<file path="config.mk">
export PLATFORM = sky130hd
export DESIGN_NAME = rrpb_sqrt
export DESIGN_NICKNAME = d
export VERILOG_FILES = /design/src/hw/rtl/rrpb_pkg.sv /design/src/hw/rtl/rrpb_sqrt.sv
export SDC_FILE = /design/constraint.sdc
export NUM_CORES = 2
export LEC_CHECK = 0
export BUFFER_PORTS_ARGS = -buffer_cell sky130_fd_sc_hd__buf_2
export CAP_MARGIN = 20
export CORE_MARGIN = 1.5
export CORE_UTILIZATION = 57
export CTS_CLUSTER_SIZE = 20
export DETAILED_ROUTE_END_ITERATION = 12
export PLACE_DENSITY = 0.73
export SLEW_MARGIN = 20
export SYNTH_ARGS = -nofsm -noshare
export SYNTH_HDL_FRONTEND = slang
export SYNTH_SLANG_ARGS = --single-unit
export TNS_END_PERCENT = 20
</file>
<file path="constraint.sdc">
create_clock -name clk -period 3 [get_ports clk]
set_input_delay 0.45 -clock clk [delete_from_list [all_inputs] [get_ports clk]]
set_output_delay 0.45 -clock clk [all_outputs]
set_load 0.05 [all_outputs]
</file>
<file path="src/hw/rtl/rrpb_pkg.sv">
// types and constants of the rounded rectangle pixel blender
package rrpb_pkg;

  localparam int COORD_BITS = 12;
  localparam int FRAC_BITS  = 4;

  localparam int Q_W     = 16;
  localparam int PW      = COORD_BITS + FRAC_BITS + 1;
  localparam int SW      = ((PW > Q_W + 1) ? PW : Q_W + 1) + 3;
  localparam int AW      = SW - 1;
  localparam int D2_W    = 2 * AW + 1;
  localparam int LIM_W   = Q_W + 1;
  localparam int LIMSQ_W = 2 * LIM_W;
  localparam int RAD_W   = LIMSQ_W + 32 - 2 * FRAC_BITS;
  localparam int ROOT_W  = RAD_W / 2;
  localparam int CV_W    = ROOT_W + 2;
  localparam int AL_W    = 17;

  localparam logic [2:0] REG_RECT_X  = 3'd0;
  localparam logic [2:0] REG_RECT_Y  = 3'd1;
  localparam logic [2:0] REG_RECT_W  = 3'd2;
  localparam logic [2:0] REG_RECT_H  = 3'd3;
  localparam logic [2:0] REG_RADII   = 3'd4;
  localparam logic [2:0] REG_COLOR   = 3'd5;
  localparam logic [2:0] REG_OPACITY = 3'd6;
  localparam logic [2:0] REG_CLIP    = 3'd7;

  localparam logic [63:0] CLIP_RESET = 64'h1000_1000_0000_0000;

  typedef struct packed {
    logic [COORD_BITS-1:0] pixel_x;
    logic [COORD_BITS-1:0] pixel_y;
    logic [7:0]            dst_red;
    logic [7:0]            dst_green;
    logic [7:0]            dst_blue;
    logic [7:0]            dst_alpha;
  } in_t;

  typedef struct packed {
    logic [7:0] out_red;
    logic [7:0] out_green;
    logic [7:0] out_blue;
    logic [7:0] out_alpha;
    logic       written;
  } out_t;

  typedef struct packed {
    logic [7:0]     dr;
    logic [7:0]     dg;
    logic [7:0]     db;
    logic [7:0]     da;
    logic           live;
    logic           flat;
    logic           hit;
    logic           near;
    logic [Q_W-1:0] rad;
  } tag_t;

endpackage

</file>
<file path="src/hw/rtl/rrpb_sqrt.sv">
// pipelined integer square root, one result bit per stage, tag carried along
module rrpb_sqrt (
  input  logic                             clk,
  input  logic                             rst_n,
  input  logic                             en,
  input  logic                             in_vld,
  input  rrpb_pkg::tag_t                   in_tag,
  input  logic [rrpb_pkg::RAD_W-1:0]       in_rad,
  output logic                             out_vld,
  output rrpb_pkg::tag_t                   out_tag,
  output logic [rrpb_pkg::ROOT_W-1:0]      out_root
);

  localparam int RW = rrpb_pkg::RAD_W;
  localparam int NW = rrpb_pkg::ROOT_W;

  logic                vld_r  [NW];
  rrpb_pkg::tag_t      tag_r  [NW];
  logic [RW-1:0]       rem_r  [NW];
  logic [NW-1:0]       root_r [NW];

  logic                vld_d  [NW];
  rrpb_pkg::tag_t      tag_d  [NW];
  logic [RW-1:0]       rem_d  [NW];
  logic [NW-1:0]       root_d [NW];

  logic [RW-1:0]       rem_nxt  [NW];
  logic [NW-1:0]       root_nxt [NW];

  for (genvar k = 0; k < NW; k++) begin : g_stage
    localparam int BI = NW - 1 - k;

    if (k == 0) begin : g_first
      assign vld_d[k]  = in_vld;
      assign tag_d[k]  = in_tag;
      assign rem_d[k]  = in_rad;
      assign root_d[k] = '0;
    end else begin : g_next
      assign vld_d[k]  = vld_r[k-1];
      assign tag_d[k]  = tag_r[k-1];
      assign rem_d[k]  = rem_r[k-1];
      assign root_d[k] = root_r[k-1];
    end

    always_comb begin
      logic [RW:0] trial;
      trial = ((RW+1)'(root_d[k]) << (BI + 1)) | ((RW+1)'(1) << (2 * BI));
      if ({1'b0, rem_d[k]} >= trial) begin
        rem_nxt[k]  = rem_d[k] - trial[RW-1:0];
        root_nxt[k] = root_d[k] | (NW'(1) << BI);
      end else begin
        rem_nxt[k]  = rem_d[k];
        root_nxt[k] = root_d[k];
      end
    end

    always_ff @(posedge clk) begin
      if (!rst_n) begin
        vld_r[k] <= 1'b0;
      end else if (en) begin
        vld_r[k] <= vld_d[k];
      end
    end

    always_ff @(posedge clk) begin
      if (en) begin
        tag_r[k]  <= tag_d[k];
        rem_r[k]  <= rem_nxt[k];
        root_r[k] <= root_nxt[k];
      end
    end
  end

  assign out_vld  = vld_r[NW-1];
  assign out_tag  = tag_r[NW-1];
  assign out_root = root_r[NW-1];

endmodule

</file>
* Word level (Yosys, flattened, before mapping)
Memory sizes are Yosys's and may differ from the RTL's. Cells that the tools add are included.
Word-level totals: input port bits 114, memories kept 4, word-level logic and storage cells 183, bits in registers 0, bits in writable memories 4060, output and inout bits 82
Cells by class: bitwise gates (word level) 29, add/subtract/negate cells 29, $lt $le $gt $ge 29, muxes and demuxes 92
Memories:
- rem_r | words 29, bits a word 58, read ports 28, clocked after memory_dff 0, write ports 29, RTL line rrpb_sqrt.sv:19 | logic [RW-1:0] rem_r [NW];
- tag_r | words 29, bits a word 52, read ports 29, clocked after memory_dff 0, write ports 29, RTL line rrpb_sqrt.sv:18 | rrpb_pkg::tag_t tag_r [NW];
- root_r | words 29, bits a word 29, read ports 29, clocked after memory_dff 0, write ports 29, RTL line rrpb_sqrt.sv:20 | logic [NW-1:0] root_r [NW];
- vld_r | words 29, bits a word 1, read ports 29, clocked after memory_dff 0, write ports 29, RTL line rrpb_sqrt.sv:17 | logic vld_r [NW];
Operator list (number):
- 58-bit two-way mux | 29
- 58-bit by 30-bit greater-or-equal comparator with 1-bit output | 1
- 58-bit by 31-bit greater-or-equal comparator with 1-bit output | 1
- 58-bit by 32-bit greater-or-equal comparator with 1-bit output | 1
- 58-bit by 33-bit greater-or-equal comparator with 1-bit output | 1
- 58-bit by 34-bit greater-or-equal comparator with 1-bit output | 1
- 58-bit by 35-bit greater-or-equal comparator with 1-bit output | 1
- 58-bit by 36-bit greater-or-equal comparator with 1-bit output | 1
- 58-bit by 37-bit greater-or-equal comparator with 1-bit output | 1
- 58-bit by 38-bit greater-or-equal comparator with 1-bit output | 1
- 58-bit by 39-bit greater-or-equal comparator with 1-bit output | 1
- 58-bit by 40-bit greater-or-equal comparator with 1-bit output | 1
- 58-bit by 41-bit greater-or-equal comparator with 1-bit output | 1
- 58-bit by 42-bit greater-or-equal comparator with 1-bit output | 1
- 58-bit by 43-bit greater-or-equal comparator with 1-bit output | 1
- 58-bit by 44-bit greater-or-equal comparator with 1-bit output | 1
- 58-bit by 45-bit greater-or-equal comparator with 1-bit output | 1
- 58-bit by 46-bit greater-or-equal comparator with 1-bit output | 1
- 58-bit by 47-bit greater-or-equal comparator with 1-bit output | 1
- 58-bit by 48-bit greater-or-equal comparator with 1-bit output | 1
- 58-bit by 49-bit greater-or-equal comparator with 1-bit output | 1
- 58-bit by 50-bit greater-or-equal comparator with 1-bit output | 1
- 58-bit by 51-bit greater-or-equal comparator with 1-bit output | 1
- 58-bit by 52-bit greater-or-equal comparator with 1-bit output | 1
- 65 further kinds | 127

* Longest topological paths before layout
depth after elaboration 4, gate-level depth with buffers 14, gate-level depth less buffers 11

* Worst setup path before layout
OpenSTA, ideal clock, no wires.
path type register to register, start mem rem_r[23][17] (netlist bit), end mem rem_r[24][53] (netlist bit) (data pin), data required time 2.742 ns, slack -0.265 ns, stages on the path, launching flop included 13, arrival time 3.007 ns, buffers on the path 2, period minus slack after synthesis 3.265 ns, cell sequence edfxtp_1 > ha_1 > nand2_1 > or4b_2 > or4_1 > a21o_1 > and3_1 > buf_6 > clkinv_4 > o311a_4 > buf_6 > nand4_1 > xnor2_1
RTL lines (RTL line):
- start, declared | rrpb_sqrt.sv:19

==> impl_metrics.json <==
{
  "start_kind": "flop",
  "swShare_pct": 26.6,
  "fin_cells": 15365,
  "setup_ws_ps": -369,
  "wl_per_cell_um": 21.7,
  "synth_warnings": 0,
  "overflow": 0,
  "critical-path-top-delay-family": "simple AND/OR/NAND/NOR gates",
  "async_flop_share_pct": 0,
  "synth_edf_count": 3595,
  "slowest_stage": "or4bb_4",
  "final_cell_area_um2": 181000,
  "switching_power_uw": 36600,
  "min_path_type": "input pin to flop",
  "grt_antenna_before_repair": 10,
  "place_hpwl_um": 233000,
  "slew_headroom_pct": 41.0,
  "crit_type": "flop to flop",
  "routed_via_density": 5.69,
  "drc": 0,
  "core-area_um2": 254000,
  "cts_root_buf": "clkbuf_16",
  "multi_input_area_um2": 38500,
  "gp_congestion": 0.942,
  "initial_utilization_pct": 57.3,
  "grt_first_pass_wirelength_um": 498000,
  "synth_area_um2": 146000,
  "grt_max_degree": 163,
  "layout.nets": 12271,
  "layout.area.seq_um2": 108000,
  "h-tree-depth": 5,
  "p_comb_share_pct": 19.6,
  "synthFlopType": "edfxtp_1",
  "worstPathArrival_ps": 4000,
  "cp.required_ps": 3630,
  "ir_worst_vdd_uv": 801,
  "yosysTopAreaCellShare_pct": 74.1,
  "dp_cells": 14424,
  "cp-end-kind": "flop",
  "drive_gt1_share_pct": 25.8,
  "postSynthCellCount": 9477,
  "synth.area.top_cells": "edfxtp_1, ha_1, xnor2_1",
  "drt-total-wl_um": 333000,
  "seqPwrFrac_pct": 47.4,
  "outcome": "finished with violations",
  "syn_area_per_cell_um2": 15.4,
  "drv_slew": 0,
  "crit_fanout": 7,
  "period_minus_slack_ps": 3370,
  "insertion_delay_ps": 1030,
  "intPower_uw": 101000,
  "syn-num-nets": 10051,
  "p_leak_uw": 0.0686,
  "cp_cell_sequence": "ha_4 -> or4bb_4 -> or4_4 -> or4_4 -> a21o_1 -> and3_4 -> a211o_4 -> nor3_2 -> xor2_1",
  "die_w_um": 508,
  "path_common_cell": "or4_4",
  "ys_ff_latch": 3596,
  "cellPowerDensity_nw_per_um2": 759,
  "cts_buffer_depth": 4,
  "dieArea_um2": 259000,
  "final_antenna_net_count": 0,
  "port_buffers": 195,
  "cpPeakStageDelay_ps": 460,
  "yosysTopAreaCell": "edfxtp_1",
  "fill_cells": 16140,
  "ios": 196,
  "final.period_utilization_pct": 112,
  "drtIter0Drc": 7322,
  "num_rows": 185,
  "seq_area_frac_synth_pct": 74.2,
  "worst_clock_skew_ps": 116,
  "dieHeight_um": 508,
  "numCtsBuffers": 369,
  "cts_sinks": 3596,
  "max-cap-violations": 0,
  "ys_types": 89,
  "setup_viol": 207,
  "grt.total_usage_pct": 25.2,
  "dpl_worst_slack_ps": -537,
  "vias": 87384,
  "rsz0062_at_grt": "yes",
  "violations": "negative setup slack",
  "placed_cell_area_um2": 163000,
  "timing.fmax_mhz": 297,
  "tightest_slew_ps": 885,
  "cts_tree": "yes",
  "worst-path-buf-inv": 0,
  "area.growth.synth_to_final_pct": 24.4,
  "cts.reportedPaths.clkPinSlew_ps": 60,
  "power.share.clock_pct": 33.0,
  "grt_pass1_vias": 87001,
  "hold_viol_final": 0,
  "firstDrtPassIters": 8
}
cell type report:
type,count,share of cell area (%)
flip-flops and latches,3596,59.6
well taps,3366,2.33
inverters,577,1.21
repair buffers,2010,8.93
clock inverters,248,1.46
multi-input cells,5143,21.3
clock buffers,415,5.20
diodes,10,0.0138
flip-flops by register name, indices dropped and copies added (netlist names):
signal,flops
vld_r,29
rem_r,1624
tag_r,1508
root_r,435
cells by family (layout without fill, tap and decap cells):
logic type	after synthesis	count (layout)	share of synthesized area, %
compound gates	1487	1488	6.32
flops	3596	3596	74.2
xor+xnor	728	728	4.38
simple gates	2364	2365	8.49
fa+ha+maj	460	460	3.95
other cells	0	10	0
buf+inv	740	3250	1.93
mux	102	102	0.780
final timing paths:
| check | start | endpoint | slack, ps | depth (start not counted) |
|---|---|---|---|---|
| max | rem_r[23][10]$_DFFE_PP_ | rem_r[24][48]$_DFFE_PP_ | -370 | 9 |
| min | in_rad[55] | rem_r[0][55]$_DFFE_PP_ | 150 | 2 |
| max reg2reg | rem_r[23][10]$_DFFE_PP_ | rem_r[24][48]$_DFFE_PP_ | -370 | 9 |
| min reg2reg | tag_r[23][48]$_DFFE_PP_ | tag_r[24][48]$_DFFE_PP_ | 370 | 0 |
placed cells by master (no fill, tap or decap), types with 34 or more instances in the layout:
master and count:
nand2b_1 74, o21a_1 87, a31oi_1 34, mux2_2 57, bufinv_16 46, clkbuf_1 45, dlygate4sd3_1 114, xor2_1 314
buf_2 194, nor2b_1 50, nor3_1 186, ha_1 383, inv_1 556, ha_4 68, o21bai_1 42, nand4_1 131
buf_6 47, o21ai_1 36, clkinv_2 72, a21oi_2 40, or3_1 72, o211ai_1 37, or4_1 42, nand2_1 457
o21ai_0 290, xnor2_1 398, buf_4 1569, nand3b_1 40, a21o_1 106, nand3_1 123, and3_1 63, clkinv_1 69
buf_12 68, edfxtp_1 3595, mux2_4 35, clkbuf_16 376, and2_1 35, nor2_1 496, nor4_1 214, a21oi_1 487
per-stage QoR:
| stage | utilization, % | hold slack (ps) | TNS, ps | total power (µW) |
|---|---|---|---|---|
| after floorplan | - | 400 | -7080 | 77400 |
| after global placement | 64.1 | 400 | -82820 | 89300 |
| after detailed placement | 64.1 | 405 | -113770 | 89900 |
| after CTS | 70.1 | 70.0 | -25530 | 136000 |
| after global routing | 71.3 | 95.1 | -54050 | 143000 |
| final | 71.3 | 145 | -26750 | 137000 |
power groups by stage:
stage	clock network [µW]	logic [µW]	registers [µW]
CTS	46200	25200	64900
finish	45300	27000	65100
detailed placement	0	24000	65900
floorplan	0	12800	64500
global route	48100	29100	65500
global placement	0	23600	65700
timing repair:
action / CTS / global route
endpoints found under the hold margin: 124 / 0
gates cloned: 7 / 7
buffers inserted: 36 / 114
pin swaps: 100 / 155
resized for setup: 366 / 415
endpoints found under the setup margin: 624 / 683
hold buffers: 114 / 0
cell usage after synthesis, types with 18 or more instances:
master        n
o21a_1       93
and3_1       67
a2111oi_0    19
a21boi_0     27
o211ai_1     37
nand4b_1     27
or2_2        29
ha_1        460
mux2_2       92
nor3b_1      20
nor2_1      519
nor4_1      261
nor2b_1      58
nand2_1     487
xor2_1      317
xnor2_1     411
o21ai_0     351
a21o_1      108
nand4_1     131
and2_1       37
o31ai_1      20
nor3_1      216
or4_1        75
or3_1        82
clkbuf_1    138
a31oi_1      41
inv_1       573
nand3b_1     40
nand2b_1     75
edfxtp_1   3595
a211oi_1     48
o21bai_1     44
nand3_1     137
a21oi_1     533
and4_1       18
nor4b_1      48
routing by layer:
layer  part of all wire (%)  track usage, %  routed length, µm
met5                  0.035               0                116
met4                    4.6            10.6              15400
met3                    6.9            4.99              23000
met2                     48            41.3             159000
met1                     41            32.9             135000
Power figures use the tool's default switching activity.
